$ cat src/hw/rtl/plt_pkg.sv
`timescale 1ns / 1ps
// ----------------------------------------------------------------------------
// plt_pkg
// Shared types, constants and the pair index helper function of the proximity link tracker.
// ----------------------------------------------------------------------------
package plt_pkg;

   localparam int MAX_HOSTS    = 32;
   localparam int COORD_BITS   = 24;
   localparam int TIME_BITS    = 48;
   localparam int RADIUS_BITS  = 24;
   localparam int NODE_ID_W    = 6;
   localparam int HOST_COUNT_W = 6;
   localparam int HOST_W       = $clog2(MAX_HOSTS);
   localparam int CNT_W        = $clog2(MAX_HOSTS + 1);
   localparam int PAIR_COUNT   = MAX_HOSTS * (MAX_HOSTS - 1) / 2;
   localparam int PAIR_W       = $clog2(PAIR_COUNT);
   localparam int SQ_W         = 2 * RADIUS_BITS;
   localparam int ACC_W        = SQ_W + 1;
   localparam int CSR_ADDR_W   = 3;
   localparam int CSR_DATA_W   = 32;

   typedef struct packed {
      logic [NODE_ID_W-1:0]         node_id;
      logic signed [COORD_BITS-1:0] pos_x;
      logic signed [COORD_BITS-1:0] pos_y;
      logic [TIME_BITS-1:0]         time_now;
   } req_type;

   typedef struct packed {
      logic [HOST_W-1:0]    peer_id;
      logic                 link_up;
      logic [TIME_BITS-1:0] event_time;
      logic                 last;
   } rsp_type;

   typedef struct packed {
      logic [HOST_COUNT_W-1:0] host_count;
      logic [RADIUS_BITS-1:0]  link_radius;
   } cfg_type;

   typedef enum logic [0:0] {
      REG_HOST_COUNT  = 1'b0,
      REG_LINK_RADIUS = 1'b1
   } csr_reg_type;

   typedef enum logic [1:0] {
      MAC_IDLE = 2'd0,
      MAC_LOAD = 2'd1,
      MAC_ADD  = 2'd2
   } mac_op_type;

   typedef struct packed {
      mac_op_type             op;
      logic [RADIUS_BITS-1:0] operand;
   } mac_req_type;

   typedef enum logic [2:0] {
      S_CLEAR,
      S_IDLE,
      S_RSQ,
      S_DIFF,
      S_SQX,
      S_SQY,
      S_CMP,
      S_FINISH
   } state_type;

   // Flat index of the unordered pair (hi, lo) with hi > lo.
   function automatic logic [PAIR_W-1:0] pair_index(input logic [HOST_W-1:0] hi,
                                                    input logic [HOST_W-1:0] lo);
      logic [2*HOST_W-1:0] tri_num;
      tri_num = (2*HOST_W)'(hi) * (2*HOST_W)'(hi - HOST_W'(1));
      return PAIR_W'(tri_num >> 1) + PAIR_W'(lo);
   endfunction

endpackage

$ cat src/hw/rtl/proximity_link_tracker_unit.sv
`timescale 1ns / 1ps
// ----------------------------------------------------------------------------
// proximity_link_tracker_unit
// Tracks pairwise proximity links between nodes from position reports.
// ----------------------------------------------------------------------------
// A report is accepted when start is high and busy is low. The node position
// is stored, then every other node in use is tested in ascending id order
// against the squared link radius, one shared squaring unit doing the work.
// A node pair whose link state flips yields one result on rsp_data, marked by
// rsp_strobe for a single cycle; the final result of a report has last set.
// The receiver cannot stall, so results must be taken when shown.
// A report walks these steps: store the node and square the radius, latch
// the squared radius, then for each tested peer the difference, two squares
// and the compare, a step for the skipped own id, and a final step that
// flushes the last result. Each result is held back until the next change,
// or the end of the walk, tells whether it is the last, so it is shown in the
// cycle after the next changing compare or after the flush. Reports with an
// id at or above the host count are dropped in the cycle they arrive.
// After reset the pair link memory is cleared, one entry per cycle, which
// keeps busy high until every entry is cleared; register writes are taken
// meanwhile.
// ----------------------------------------------------------------------------
module proximity_link_tracker_unit import plt_pkg::*; (
   input  logic                  clock,
   input  logic                  reset,
   input  logic                  start,
   output logic                  busy,
   input  req_type               req_data,
   output logic                  rsp_strobe,
   output rsp_type               rsp_data,
   input  logic                  psel,
   input  logic                  penable,
   input  logic                  pwrite,
   input  logic [CSR_ADDR_W-1:0] paddr,
   input  logic [CSR_DATA_W-1:0] pwdata,
   output logic [CSR_DATA_W-1:0] prdata,
   output logic                  pready
);

   cfg_type         cfg;
   mac_req_type     mac_req;
   logic [ACC_W-1:0] acc;

   state_type state_ff;
   state_type state_in;

   logic signed [COORD_BITS-1:0] node_x_ff [MAX_HOSTS];
   logic signed [COORD_BITS-1:0] node_y_ff [MAX_HOSTS];

   logic [PAIR_W-1:0]            clr_ff,      clr_in;
   logic [HOST_W-1:0]            id_ff,       id_in;
   logic [HOST_W-1:0]            peer_ff,     peer_in;
   logic [CNT_W-1:0]             count_ff,    count_in;
   logic signed [COORD_BITS-1:0] cur_x_ff,    cur_x_in;
   logic signed [COORD_BITS-1:0] cur_y_ff,    cur_y_in;
   logic [TIME_BITS-1:0]         time_ff,     time_in;
   logic [SQ_W-1:0]              r2_ff,       r2_in;
   logic [RADIUS_BITS-1:0]       dx_ff,       dx_in;
   logic [RADIUS_BITS-1:0]       dy_ff,       dy_in;
   logic                         far_ff,      far_in;
   logic [PAIR_W-1:0]            k_ff,        k_in;
   rsp_type                      pend_ff,     pend_in;
   logic                         pend_valid_ff, pend_valid_in;
   rsp_type                      rsp_data_ff, rsp_data_in;
   logic                         rsp_valid_ff, rsp_valid_in;

   logic [CNT_W-1:0]         count_eff;
   logic                     accept;
   logic                     id_ok;
   logic                     node_wr;
   logic [HOST_W-1:0]        req_idx;
   logic                     last_peer;
   logic                     self_peer;
   logic signed [COORD_BITS-1:0] peer_x;
   logic signed [COORD_BITS-1:0] peer_y;
   logic [COORD_BITS:0]      diff_x;
   logic [COORD_BITS:0]      diff_y;
   logic [COORD_BITS:0]      abs_x;
   logic [COORD_BITS:0]      abs_y;
   logic [HOST_W-1:0]        pair_hi;
   logic [HOST_W-1:0]        pair_lo;
   logic [PAIR_W-1:0]        pair_k;
   logic                     linked;

   logic              ram_wr_en;
   logic [PAIR_W-1:0] ram_wr_addr;
   logic [0:0]        ram_wr_data;
   logic              ram_rd_en;
   logic [0:0]        ram_rd_data;

   plt_csr u_csr (
      .clock   (clock),
      .reset   (reset),
      .psel    (psel),
      .penable (penable),
      .pwrite  (pwrite),
      .paddr   (paddr),
      .pwdata  (pwdata),
      .prdata  (prdata),
      .pready  (pready),
      .cfg     (cfg)
   );

   plt_mac u_mac (
      .clock   (clock),
      .mac_req (mac_req),
      .acc     (acc)
   );

   plt_ram #(
      .WIDTH (1),
      .DEPTH (PAIR_COUNT)
   ) u_link_ram (
      .clock   (clock),
      .wr_en   (ram_wr_en),
      .wr_addr (ram_wr_addr),
      .wr_data (ram_wr_data),
      .rd_en   (ram_rd_en),
      .rd_addr (pair_k),
      .rd_data (ram_rd_data)
   );

   // Host counts above the table size are clamped to it.
   always_comb begin
      if (int'(cfg.host_count) > MAX_HOSTS) begin
         count_eff = CNT_W'(MAX_HOSTS);
      end else begin
         count_eff = CNT_W'(cfg.host_count);
      end
   end

   assign busy    = (state_ff != S_IDLE);
   assign accept  = start & ~busy;
   assign id_ok   = int'(req_data.node_id) < int'(count_eff);
   assign node_wr = accept & id_ok;
   assign req_idx = HOST_W'(req_data.node_id);

   assign last_peer = (CNT_W'(peer_ff) + CNT_W'(1)) == count_ff;
   assign self_peer = (peer_ff == id_ff);

   // Delta magnitudes; any delta of 2^RADIUS_BITS or more is never in range.
   always_comb begin
      peer_x  = node_x_ff[peer_ff];
      peer_y  = node_y_ff[peer_ff];
      diff_x  = {cur_x_ff[COORD_BITS-1], cur_x_ff} - {peer_x[COORD_BITS-1], peer_x};
      diff_y  = {cur_y_ff[COORD_BITS-1], cur_y_ff} - {peer_y[COORD_BITS-1], peer_y};
      abs_x   = diff_x[COORD_BITS] ? (~diff_x + 1'b1) : diff_x;
      abs_y   = diff_y[COORD_BITS] ? (~diff_y + 1'b1) : diff_y;
      pair_hi = (id_ff > peer_ff) ? id_ff : peer_ff;
      pair_lo = (id_ff > peer_ff) ? peer_ff : id_ff;
      pair_k  = pair_index(pair_hi, pair_lo);
      linked  = ~far_ff & (ACC_W'(r2_ff) > acc);
   end

   // Next state.
   always_comb begin
      state_in = state_ff;
      unique case (state_ff)
         S_CLEAR: begin
            if (clr_ff == PAIR_W'(PAIR_COUNT - 1)) begin
               state_in = S_IDLE;
            end
         end
         S_IDLE: begin
            if (node_wr) begin
               state_in = S_RSQ;
            end
         end
         S_RSQ: state_in = S_DIFF;
         S_DIFF: begin
            if (!self_peer) begin
               state_in = S_SQX;
            end else if (last_peer) begin
               state_in = S_FINISH;
            end
         end
         S_SQX: state_in = S_SQY;
         S_SQY: state_in = S_CMP;
         S_CMP: state_in = last_peer ? S_FINISH : S_DIFF;
         S_FINISH: state_in = S_IDLE;
      endcase
   end

   // Datapath and output values.
   always_comb begin
      clr_in        = clr_ff;
      id_in         = id_ff;
      peer_in       = peer_ff;
      count_in      = count_ff;
      cur_x_in      = cur_x_ff;
      cur_y_in      = cur_y_ff;
      time_in       = time_ff;
      r2_in         = r2_ff;
      dx_in         = dx_ff;
      dy_in         = dy_ff;
      far_in        = far_ff;
      k_in          = k_ff;
      pend_in       = pend_ff;
      pend_valid_in = pend_valid_ff;
      rsp_data_in   = rsp_data_ff;
      rsp_valid_in  = 1'b0;
      mac_req.op      = MAC_IDLE;
      mac_req.operand = dx_ff;
      ram_wr_en     = 1'b0;
      ram_wr_addr   = k_ff;
      ram_wr_data   = 1'b0;
      ram_rd_en     = 1'b0;
      unique case (state_ff)
         S_CLEAR: begin
            ram_wr_en   = 1'b1;
            ram_wr_addr = clr_ff;
            clr_in      = clr_ff + PAIR_W'(1);
         end
         S_IDLE: begin
            if (node_wr) begin
               id_in           = req_idx;
               peer_in         = '0;
               count_in        = count_eff;
               cur_x_in        = req_data.pos_x;
               cur_y_in        = req_data.pos_y;
               time_in         = req_data.time_now;
               pend_valid_in   = 1'b0;
               mac_req.op      = MAC_LOAD;
               mac_req.operand = cfg.link_radius;
            end
         end
         S_RSQ: begin
            r2_in = SQ_W'(acc);
         end
         S_DIFF: begin
            if (self_peer) begin
               peer_in = peer_ff + HOST_W'(1);
            end else begin
               dx_in     = RADIUS_BITS'(abs_x);
               dy_in     = RADIUS_BITS'(abs_y);
               far_in    = ((abs_x >> RADIUS_BITS) != '0) || ((abs_y >> RADIUS_BITS) != '0);
               k_in      = pair_k;
               ram_rd_en = 1'b1;
            end
         end
         S_SQX: begin
            mac_req.op      = MAC_LOAD;
            mac_req.operand = dx_ff;
         end
         S_SQY: begin
            mac_req.op      = MAC_ADD;
            mac_req.operand = dy_ff;
         end
         S_CMP: begin
            peer_in = peer_ff + HOST_W'(1);
            if (linked != ram_rd_data[0]) begin
               ram_wr_en   = 1'b1;
               ram_wr_data = linked;
               // A held result is released once a later change proves it is not last.
               if (pend_valid_ff) begin
                  rsp_valid_in = 1'b1;
                  rsp_data_in  = pend_ff;
               end
               pend_in.peer_id    = peer_ff;
               pend_in.link_up    = linked;
               pend_in.event_time = time_ff;
               pend_in.last       = 1'b0;
               pend_valid_in      = 1'b1;
            end
         end
         S_FINISH: begin
            if (pend_valid_ff) begin
               rsp_valid_in     = 1'b1;
               rsp_data_in      = pend_ff;
               rsp_data_in.last = 1'b1;
            end
            pend_valid_in = 1'b0;
         end
      endcase
   end

   always_ff @(posedge clock) begin
      if (reset) begin
         state_ff      <= S_CLEAR;
         clr_ff        <= '0;
         pend_valid_ff <= 1'b0;
         rsp_valid_ff  <= 1'b0;
         for (int i = 0; i < MAX_HOSTS; i++) begin
            node_x_ff[i] <= '0;
            node_y_ff[i] <= '0;
         end
      end else begin
         state_ff      <= state_in;
         clr_ff        <= clr_in;
         pend_valid_ff <= pend_valid_in;
         rsp_valid_ff  <= rsp_valid_in;
         if (node_wr) begin
            node_x_ff[req_idx] <= req_data.pos_x;
            node_y_ff[req_idx] <= req_data.pos_y;
         end
      end
   end

   always_ff @(posedge clock) begin
      id_ff       <= id_in;
      peer_ff     <= peer_in;
      count_ff    <= count_in;
      cur_x_ff    <= cur_x_in;
      cur_y_ff    <= cur_y_in;
      time_ff     <= time_in;
      r2_ff       <= r2_in;
      dx_ff       <= dx_in;
      dy_ff       <= dy_in;
      far_ff      <= far_in;
      k_ff        <= k_in;
      pend_ff     <= pend_in;
      rsp_data_ff <= rsp_data_in;
   end

   assign rsp_strobe = rsp_valid_ff;
   assign rsp_data   = rsp_data_ff;

   // Results only leave from the compare step or the final flush.
   assert property (@(posedge clock) disable iff (reset)
      rsp_strobe |-> ($past(state_ff) == S_CMP || $past(state_ff) == S_FINISH))
      else $error("result strobe outside compare or flush");

   // The last result of a report ends the walk, so no result follows at once.
   assert property (@(posedge clock) disable iff (reset)
      (rsp_strobe && rsp_data.last) |=> !rsp_strobe)
      else $error("result directly after last result");

   // No held-back result may survive into the idle state.
   assert property (@(posedge clock) disable iff (reset)
      (state_ff == S_IDLE) |-> !pend_valid_ff)
      else $error("pending result left over in idle");

endmodule

$ cat src/hw/rtl/plt_ram.sv
`timescale 1ns / 1ps
// ----------------------------------------------------------------------------
// plt_ram
// Generic single-write, single-read RAM with a registered read port.
// ----------------------------------------------------------------------------
module plt_ram #(
   parameter int WIDTH = 1,
   parameter int DEPTH = 2,
   localparam int ADDR_W = (DEPTH > 1) ? $clog2(DEPTH) : 1
) (
   input  logic              clock,
   input  logic              wr_en,
   input  logic [ADDR_W-1:0] wr_addr,
   input  logic [WIDTH-1:0]  wr_data,
   input  logic              rd_en,
   input  logic [ADDR_W-1:0] rd_addr,
   output logic [WIDTH-1:0]  rd_data
);

   logic [WIDTH-1:0] mem_ff [DEPTH];
   logic [WIDTH-1:0] rd_data_ff;

   always_ff @(posedge clock) begin
      if (wr_en) begin
         mem_ff[wr_addr] <= wr_data;
      end
      if (rd_en) begin
         rd_data_ff <= mem_ff[rd_addr];
      end
   end

   assign rd_data = rd_data_ff;

endmodule

$ cat src/hw/rtl/plt_mac.sv
`timescale 1ns / 1ps
// ----------------------------------------------------------------------------
// plt_mac
// Shared squaring unit with an accumulator, used for the radius and both
// coordinate deltas.
// ----------------------------------------------------------------------------
module plt_mac import plt_pkg::*; (
   input  logic             clock,
   input  mac_req_type      mac_req,
   output logic [ACC_W-1:0] acc
);

   logic [SQ_W-1:0]  square;
   logic [ACC_W-1:0] acc_ff;
   logic [ACC_W-1:0] acc_in;

   always_comb begin
      square = SQ_W'(mac_req.operand) * SQ_W'(mac_req.operand);
      case (mac_req.op)
         MAC_LOAD: acc_in = ACC_W'(square);
         MAC_ADD:  acc_in = acc_ff + ACC_W'(square);
         default:  acc_in = acc_ff;
      endcase
   end

   always_ff @(posedge clock) begin
      acc_ff <= acc_in;
   end

   assign acc = acc_ff;

endmodule

$ cat src/hw/rtl/plt_csr.sv
`timescale 1ns / 1ps
// ----------------------------------------------------------------------------
// plt_csr
// APB-style register file holding the host count and the link radius.
// ----------------------------------------------------------------------------
module plt_csr import plt_pkg::*; (
   input  logic                  clock,
   input  logic                  reset,
   input  logic                  psel,
   input  logic                  penable,
   input  logic                  pwrite,
   input  logic [CSR_ADDR_W-1:0] paddr,
   input  logic [CSR_DATA_W-1:0] pwdata,
   output logic [CSR_DATA_W-1:0] prdata,
   output logic                  pready,
   output cfg_type               cfg
);

   logic [HOST_COUNT_W-1:0] host_count_ff;
   logic [HOST_COUNT_W-1:0] host_count_in;
   logic [RADIUS_BITS-1:0]  link_radius_ff;
   logic [RADIUS_BITS-1:0]  link_radius_in;
   csr_reg_type             reg_sel;
   logic                    wr_stb;

   assign pready  = 1'b1;
   assign reg_sel = csr_reg_type'(paddr[2]);
   assign wr_stb  = psel & penable & pwrite & pready;

   always_comb begin
      host_count_in  = host_count_ff;
      link_radius_in = link_radius_ff;
      prdata         = '0;
      unique case (reg_sel)
         REG_HOST_COUNT: begin
            prdata = CSR_DATA_W'(host_count_ff);
            if (wr_stb) begin
               host_count_in = HOST_COUNT_W'(pwdata);
            end
         end
         REG_LINK_RADIUS: begin
            prdata = CSR_DATA_W'(link_radius_ff);
            if (wr_stb) begin
               link_radius_in = RADIUS_BITS'(pwdata);
            end
         end
      endcase
   end

   always_ff @(posedge clock) begin
      if (reset) begin
         host_count_ff  <= HOST_COUNT_W'(32);
         link_radius_ff <= '0;
      end else begin
         host_count_ff  <= host_count_in;
         link_radius_ff <= link_radius_in;
      end
   end

   assign cfg.host_count  = host_count_ff;
   assign cfg.link_radius = link_radius_ff;

endmodule
$ cat config.mk
export PLATFORM = sky130hd
export DESIGN_NAME = proximity_link_tracker_unit
export DESIGN_NICKNAME = d
export VERILOG_FILES = /design/src/hw/rtl/plt_pkg.sv /design/src/hw/rtl/proximity_link_tracker_unit.sv /design/src/hw/rtl/plt_ram.sv /design/src/hw/rtl/plt_mac.sv /design/src/hw/rtl/plt_csr.sv
export SDC_FILE = /design/constraint.sdc
export NUM_CORES = 2
export LEC_CHECK = 0
export BUFFER_PORTS_ARGS = -buffer_cell sky130_fd_sc_hd__buf_2
export CAP_MARGIN = 25
export CORE_ASPECT_RATIO = 1.75
export CORE_MARGIN = 8
export CORE_UTILIZATION = 64
export CTS_CLUSTER_DIAMETER = 40
export DETAILED_ROUTE_END_ITERATION = 8
export MAX_ROUTING_LAYER = met4
export PLACE_DENSITY = 0.8
export SYNTH_ARGS = -nofsm -noshare
export SYNTH_HDL_FRONTEND = slang
export SYNTH_SLANG_ARGS = --single-unit
$ cat constraint.sdc
create_clock -name clock -period 16.8 [get_ports clock]
set_clock_uncertainty 0.1 [all_clocks]
set_input_delay 0.84 -clock clock [delete_from_list [all_inputs] [get_ports clock]]
set_output_delay 0.84 -clock clock [all_outputs]
set_load 0.03 [all_outputs]
---- After elaboration in Yosys (flattened, before gate mapping) ----
Memory sizes are Yosys's and may differ from the RTL's. A register that Yosys moved wholly into a read port is not among the register bits.
Index checks and enable logic that the tools add are counted.
operators by class
  add/subtract/negate cells ............... 10
  multipliers ............................. 2
  magnitude comparators ................... 4
  equal/unequal tests ..................... 21
  muxes and demuxes ....................... 50
  bitwise gates (word level) .............. 11
  reductions and logical operators ........ 17
operators by type and width
  cell                     count
  $mux W55                 3
  $pmux W55 S2             1
  $pmux W49 S2             1
  $pmux W26 S3             1
  $mux W25                 3
  $pmux W32 S2             1
  $add A25 B1 Y25 const B  2
  $not A25 Y25             2
  $sub A24 B24 Y25         2
  $add A49 B48 Y49         1
  $gt A48 B49 Y1           1
  $mul A24 B24 Y48         1
  $mux W24                 2
  $reduce_or A24 Y1        2
  $mux W5                  8
  $pmux W3 S8              1
  $mux W1                  18
  $mux W3                  5
  $pmux W5 S3              1
  $eq A3 B3 Y1 const B     4
  $ne A2 B2 Y1 const B     6
  $mul A6 B6 Y10           1
  $reduce_and A2 Y1        5
  $add A9 B1 Y9 const B    1
  other kinds (29)         42
storage, ports and cells
  register bits after elaboration ......... 420
  bits in writable memories ............... 2032
  bits of input ports ..................... 143
  output and inout bits ................... 90
  word-level logic and storage cells ...... 143
  memories ................................ 3
memory list
  name               depth  bits a word  read ports  clocked after Yosys merged registers in  write ports  RTL line                           source
  node_x_ff          32     24           1           1                                        32           proximity_link_tracker_unit.sv:47  logic signed [COORD_BITS-1:0] node_x_ff [MAX_HOSTS];
  node_y_ff          32     24           1           1                                        32           proximity_link_tracker_unit.sv:48  logic signed [COORD_BITS-1:0] node_y_ff [MAX_HOSTS];
  u_link_ram.mem_ff  496    1            1           1                                        1            plt_ram.sv:20                      logic [WIDTH-1:0] mem_ff [DEPTH];

---- Logic depth before layout (Yosys ltp) ----
  depth in word-level cells ............... 9
  depth in mapped cells ................... 50
  mapped depth without buffers ............ 48

---- Modules after synthesis ----
A second synthesis with hierarchy kept.
unflattened totals
  cells, all modules ...................... 9605
  area, all modules ....................... 132027.9 sq um
by module, submodules not included
  module                       instances  cells an instance  area an instance (sq um)  seq. area each (sq um)
  proximity_link_tracker_unit  1          5615               87616.5                   56324.0
  plt_ram                      1          1503               21543.2                   14924.3
  plt_mac                      1          2323               21247.9                   1471.4
  plt_csr                      1          164                1620.3                    600.6

---- Worst setup path before layout ----
OpenSTA, ideal clock, no wires.
  kind .................................... input to register
  start ................................... input req_data[96] (netlist name)
  end ..................................... register u_mac.acc_ff[46] (netlist: u_mac.acc[46]) (data pin)
  setup time .............................. 255 ps
  arrival time ............................ 12383 ps
  data required time ...................... 16445 ps
  setup slack ............................. 4062 ps
  stages on the path ...................... 42
  path buffers ............................ 2
  path through ............................ or3b_1 a21o_1 a211o_1 a211oi_2 nor2_2 inv_1 buf_2 a22oi_1 nand2_1 buf_2 nand2_1 fa_1 inv_1 fa_1 inv_1 fa_1 inv_1 fa_1 [... 6 more ...] a21oi_1 o211ai_1 a2111oi_2 nor3_1 o311a_1 a221o_1 a31oi_1 xnor2_1 ha_1 a21o_1 a21oi_1 nor2_1 a211oi_1 o21ai_0 o41ai_1 nor3b_1 o31ai_1 a21bo_2
on the way
  cells in the longest elaborated chain, start to end .. 7
  elaborated cells on any way between the ends .. 9
  those cells by class .................... 1 x add/sub; 1 x mul; 1 x order compare; 2 x eq/ne; 3 x mux; 1 x bitwise
RTL lines
  element               RTL line                            source
  start, declared       proximity_link_tracker_unit.sv:28   input req_type req_data,
  $lt A6 B6 Y1 (*)      proximity_link_tracker_unit.sv:134  assign id_ok = int'(req_data.node_id) < int'(count_eff);
  $and A1 B1 Y1 (*)     proximity_link_tracker_unit.sv:135  assign node_wr = accept & id_ok;
  $mux W25 (*)          proximity_link_tracker_unit.sv:215  if (node_wr) begin
  $pmux W26 S3 (*)      proximity_link_tracker_unit.sv:208  unique case (state_ff)
  $mul A24 B24 Y48      plt_mac.sv:18                       square = SQ_W'(mac_req.operand) * SQ_W'(mac_req.operand);
  $add A49 B48 Y49      plt_mac.sv:21                       MAC_ADD: acc_in = acc_ff + ACC_W'(square);
  $pmux W49 S2 (*)      plt_mac.sv:19                       case (mac_req.op)
  via u_mac.acc_in[46]  plt_mac.sv:15                       logic [ACC_W-1:0] acc_in;
  end signal, assigned  plt_mac.sv:27                       acc_ff <= acc_in;
  end, declared         plt_mac.sv:14                       logic [ACC_W-1:0] acc_ff;
Mark *: on every way through the listed nets, which the timed path passes. The rest lies on a longest branch.
A chain may end at the register's enable or synchronous reset.

---- Final worst setup path ----
  start ................................... register state_ff[0]
  end ..................................... register u_mac.acc_ff[47] (netlist: u_mac.acc[47]) (data pin)
on the way
  cells in the longest elaborated chain, start to end .. 9
  elaborated cells on any way between the ends .. 14
  those cells by class .................... 1 x add/sub; 1 x mul; 6 x eq/ne; 3 x mux; 3 x bitwise
RTL lines
  element                 RTL line                            source
  start, declared         proximity_link_tracker_unit.sv:44   state_type state_ff;
  start signal, assigned  proximity_link_tracker_unit.sv:288  state_ff <= state_in;
  $ne A3 B1 Y1            proximity_link_tracker_unit.sv:132  assign busy = (state_ff != S_IDLE);
  $not A1 Y1              proximity_link_tracker_unit.sv:133  assign accept = start & ~busy;
  $and A1 B1 Y1           proximity_link_tracker_unit.sv:133
  $and A1 B1 Y1           proximity_link_tracker_unit.sv:135
  $mux W25                proximity_link_tracker_unit.sv:215
  $pmux W26 S3 (*)        proximity_link_tracker_unit.sv:208
  $mul A24 B24 Y48        plt_mac.sv:18
  $add A49 B48 Y49        plt_mac.sv:21
  $pmux W49 S2 (*)        plt_mac.sv:19
  via u_mac.acc_in[47]    plt_mac.sv:15
Marks and branches as above.

==> out/qor.yml <==
status: "completed"
drc_violation_count_after_routing: 0
final_total_negative_setup_slack_ns: 0
syn-mean-instance-area_um2: 13.8
cts.sink_count: 2458
final_layout_size_suffix_gt1_frac: 0.158
hold_path_sink: "time_ff[37]"
die_width_um: 357
total_iterations_of_the_first_detailed_routing_run: 9
clock_tree.buffer_depth: 4
grt_max_degree: 350
gp_congestion: 0.969
ctsRootBufferMaster: "sky130_fd_sc_hd__clkbuf_16"
critical_path.slowest_cell: "sky130_fd_sc_hd__o41ai_1"
holdWs_ns: 0.0452
synth_area_leader_cell: "sky130_fd_sc_hd__edfxtp_1"
final_slew_violations: 0
power.share.clock: 0.417
timing.final.hold_violations: 0
ys_dominant_reg_cell: "sky130_fd_sc_hd__edfxtp_1"
grtUsageMet2: 0.576
drt_iter0_markers: 9485
worst_slew_pin_slew_ns: 1.39
floorplan.core_area_mm2: 0.203
grt_pass1_wl_um: 533000
synth_cells: 9462
holdBufCountCts: 0
gr-total-overflow: 0
worst_ir_drop_vdd_uv: 97.6
min_delay_path_depth: 1
worst_slew_margin_rel: 0.0763
top_usage_layer: "met2"
ratio_of_routed_vias_to_standard_cells: 6.54
number_of_enable_type_register_cells_in_the_synthesized_netlist: 2409
static-leakage-power_nw: 54.6
rr_worst_depth: 43
required_ns: 17.34
filler_cell_count: 13200
place.port_buffers: 213
critPathCaptureType: "flip-flop"
hp-start: "req_data[37]"
grt_usage: 0.344
cp.arrival_ns: 15.33
global_route.usage.met1: 0.368
synth.area.top_cells: "sky130_fd_sc_hd__edfxtp_1 (55%), sky130_fd_sc_hd__mux4_2 (11%), sky130_fd_sc_hd__and2_1 (7.5%), sky130_fd_sc_hd__fa_1 (6.7%), sky130_fd_sc_hd__ha_1 (3.5%)"
count_of_max_cap_constraint_violations: 0
ys_seq_area_frac: 0.562
num_rows: 219
total_of_flip_flops_plus_latches_after_synthesis: 2458
cts_inserted_buffers: 225
die_height_um: 613
path_clk_slew_ns: 0.07
maxClockFrequency_mhz: 67.6
min_period_ns: 14.79
tritoncts: "built"
cp_common_cell: "sky130_fd_sc_hd__fa_1"
regToRegEndpoint: "u_mac.acc[47]"
setup_viol_count_final: 0
timing.critical_path.slowest_cell_delay_ns: 0.89
synth-warning-count: 0
comb_power_share: 0.035
final_nets: 10400
setup.reg_to_reg.worst_slack_ns: 2.01
grt_setup_unrepaired: "no"
h-tree-depth: 4
die_area_mm2: 0.219
seqPwrFrac: 0.549
crit_type: "flip-flop to flip-flop"
async_flop_share: 0
post-route-period-util: 0.880
p_int_mw: 9.82
syn_to_final_growth_pct: 8.51
synthesis.area_mm2: 0.131
ant_nets: 0
yosysTopAreaCellShare: 0.554
yosysUniqueCellTypes: 97
gr-usage-met3: 0.0643
post-cts-setup-buffer-count: 0
net_switching_power_mw: 2.68
dp.final_hpwl_um: 224000
post_synth_most_frequent_cells: "sky130_fd_sc_hd__edfxtp_1 (2,409), sky130_fd_sc_hd__and2_1 (1,574), sky130_fd_sc_hd__nor2_1 (861), sky130_fd_sc_hd__inv_1 (740), sky130_fd_sc_hd__mux4_2 (636)"
num_vias: 80400
finalWirelength_um: 365000
number_of_antenna_violations_at_the_first_check_in_global_routing: 37
post_drt_wl_per_cell_um: 29.8
worstPathMaxFanout: 58
synth.most_common_cell: "sky130_fd_sc_hd__edfxtp_1"
initial_core_util: 0.643
first_global_vias: 83800
floorplan.io_pins: 233
worst_hold_path_type: "input pin to flip-flop"
power_per_cell_area_mw_per_mm2: 88.3
post_cts.resized_instances: 0
clk_latency_ns: 0.90
switching_share: 0.214
reg2reg_from: "state_ff[0]"
critPathLaunchType: "flip-flop"
[how the worst max path moves through the flow]
stage / start / to / slack, ns / depth (start not counted)
3_5_place_dp: state_ff[0] / u_mac.acc[47] / 2.06 / 43
5_1_grt: state_ff[0] / u_mac.acc[47] / 1.46 / 43
6_report: state_ff[0] / u_mac.acc[47] / 2.01 / 43
2_1_floorplan: req_data[96] / u_mac.acc[46] / 4.06 / 42
3_3_place_gp: state_ff[0] / u_mac.acc[47] / 2.29 / 43
4_1_cts: state_ff[0] / u_mac.acc[47] / 2.05 / 43
[critical path: cells and delay by family, from the launching register on]
kind | cells | cell delay [ns]
compound gates | 18 | 4.90
xor+xnor | 1 | 0.24
fa+ha+maj | 9 | 4.34
buf+inv | 7 | 1.60
flops | 1 | 0.85
simple gates | 8 | 2.46
[cell families after synthesis]
family | synth area share
buffers and inverters | 0.0417
and+or+nand+nor | 0.127
other | 0.0000575
AOI/OAI and AO/OA | 0.0346
adders and majority gates | 0.102
DFF | 0.562
xor gates and xnor gates | 0.0129
muxes | 0.120
[placed cells by master (no fill, tap or decap), types with 34 or more instances in the layout]
| cell | instances |
|---|---|
| sky130_fd_sc_hd__nor3_1 | 38 |
| sky130_fd_sc_hd__a21o_1 | 105 |
| sky130_fd_sc_hd__mux2_2 | 45 |
| sky130_fd_sc_hd__nand3_1 | 38 |
| sky130_fd_sc_hd__dfxtp_1 | 44 |
| sky130_fd_sc_hd__o21ai_0 | 104 |
| sky130_fd_sc_hd__mux4_2 | 636 |
| sky130_fd_sc_hd__buf_2 | 212 |
| sky130_fd_sc_hd__ha_1 | 360 |
| sky130_fd_sc_hd__inv_1 | 738 |
| sky130_fd_sc_hd__xor2_1 | 68 |
| sky130_fd_sc_hd__diode_2 | 38 |
| sky130_fd_sc_hd__clkbuf_16 | 228 |
| sky130_fd_sc_hd__mux2i_1 | 80 |
| sky130_fd_sc_hd__xnor2_1 | 121 |
| sky130_fd_sc_hd__buf_4 | 151 |
| sky130_fd_sc_hd__nor2_4 | 34 |
| sky130_fd_sc_hd__o21a_1 | 45 |
| sky130_fd_sc_hd__clkbuf_1 | 44 |
| sky130_fd_sc_hd__a21oi_1 | 194 |
| sky130_fd_sc_hd__edfxtp_1 | 2409 |
| sky130_fd_sc_hd__nor2_1 | 836 |
| sky130_fd_sc_hd__fa_1 | 437 |
| sky130_fd_sc_hd__nand2_1 | 410 |
| sky130_fd_sc_hd__and2_1 | 1573 |
[sequential cells by signal, summed over array words and instances, names as in the netlist, 6 cells and up, named ones only]
signal                flops
dy_ff                    24
node_x_ff               768
dx_ff                    24
u_csr.host_count_ff       6
clr_ff                    9
node_y_ff               768
cur_y_ff                 24
u_csr.link_radius_ff     24
k_ff                      9
cur_x_ff                 24
u_link_ram.mem_ff       496
r2_ff                    48
pend_ff                  54
rsp_data                 55
time_ff                  48
count_ff                  6
u_mac.acc                49
[layout make-up]
| class | instances | area (um2) | share of cell area |
|---|---|---|---|
| Tap cell | 2652 | 3320 | 0.0234 |
| Clock inverter | 128 | 1470 | 0.0104 |
| Inverter | 746 | 2810 | 0.0198 |
| Sequential cell | 2458 | 73300 | 0.518 |
| Clock buffer | 275 | 5910 | 0.0417 |
| Antenna cell | 38 | 95.1 | 0.000671 |
| Multi-Input combinational cell | 5602 | 52200 | 0.368 |
| Timing Repair Buffer | 379 | 2540 | 0.0180 |
[per-layer routing]
| layer | vias up | share of wire |
|---|---|---|
| li1 | 33300 | - |
| met1 | 40200 | 0.31 |
| met2 | 5312 | 0.51 |
| met3 | 1502 | 0.10 |
| met4 | 0 | 0.079 |
| met5 | - | 0 |
[power groups by stage]
stage	clock [mW]	sequential [mW]	combinational, mW
3_3_place_gp	0	6.97	0.406
4_1_cts	5.23	6.86	0.423
6_report	5.21	6.86	0.435
5_1_grt	5.44	6.86	0.446
3_5_place_dp	0	6.99	0.421
2_1_floorplan	0	6.97	0.231
[per-stage QoR]
stage          total power [mW]  cells  cell area (um2)  utilization  setup slack, ns
4_1_cts                    12.5  12200           141000        0.697             2.05
3_3_place_gp               7.38  11800           134000        0.659             2.29
3_5_place_dp               7.41  11800           134000        0.660             2.06
2_1_floorplan              7.20   9469           131000            -             4.06
5_1_grt                    12.8  12300           142000        0.697             1.46
6_report                   12.5  12300           142000        0.698             2.01
Power figures use the tool's default switching activity.
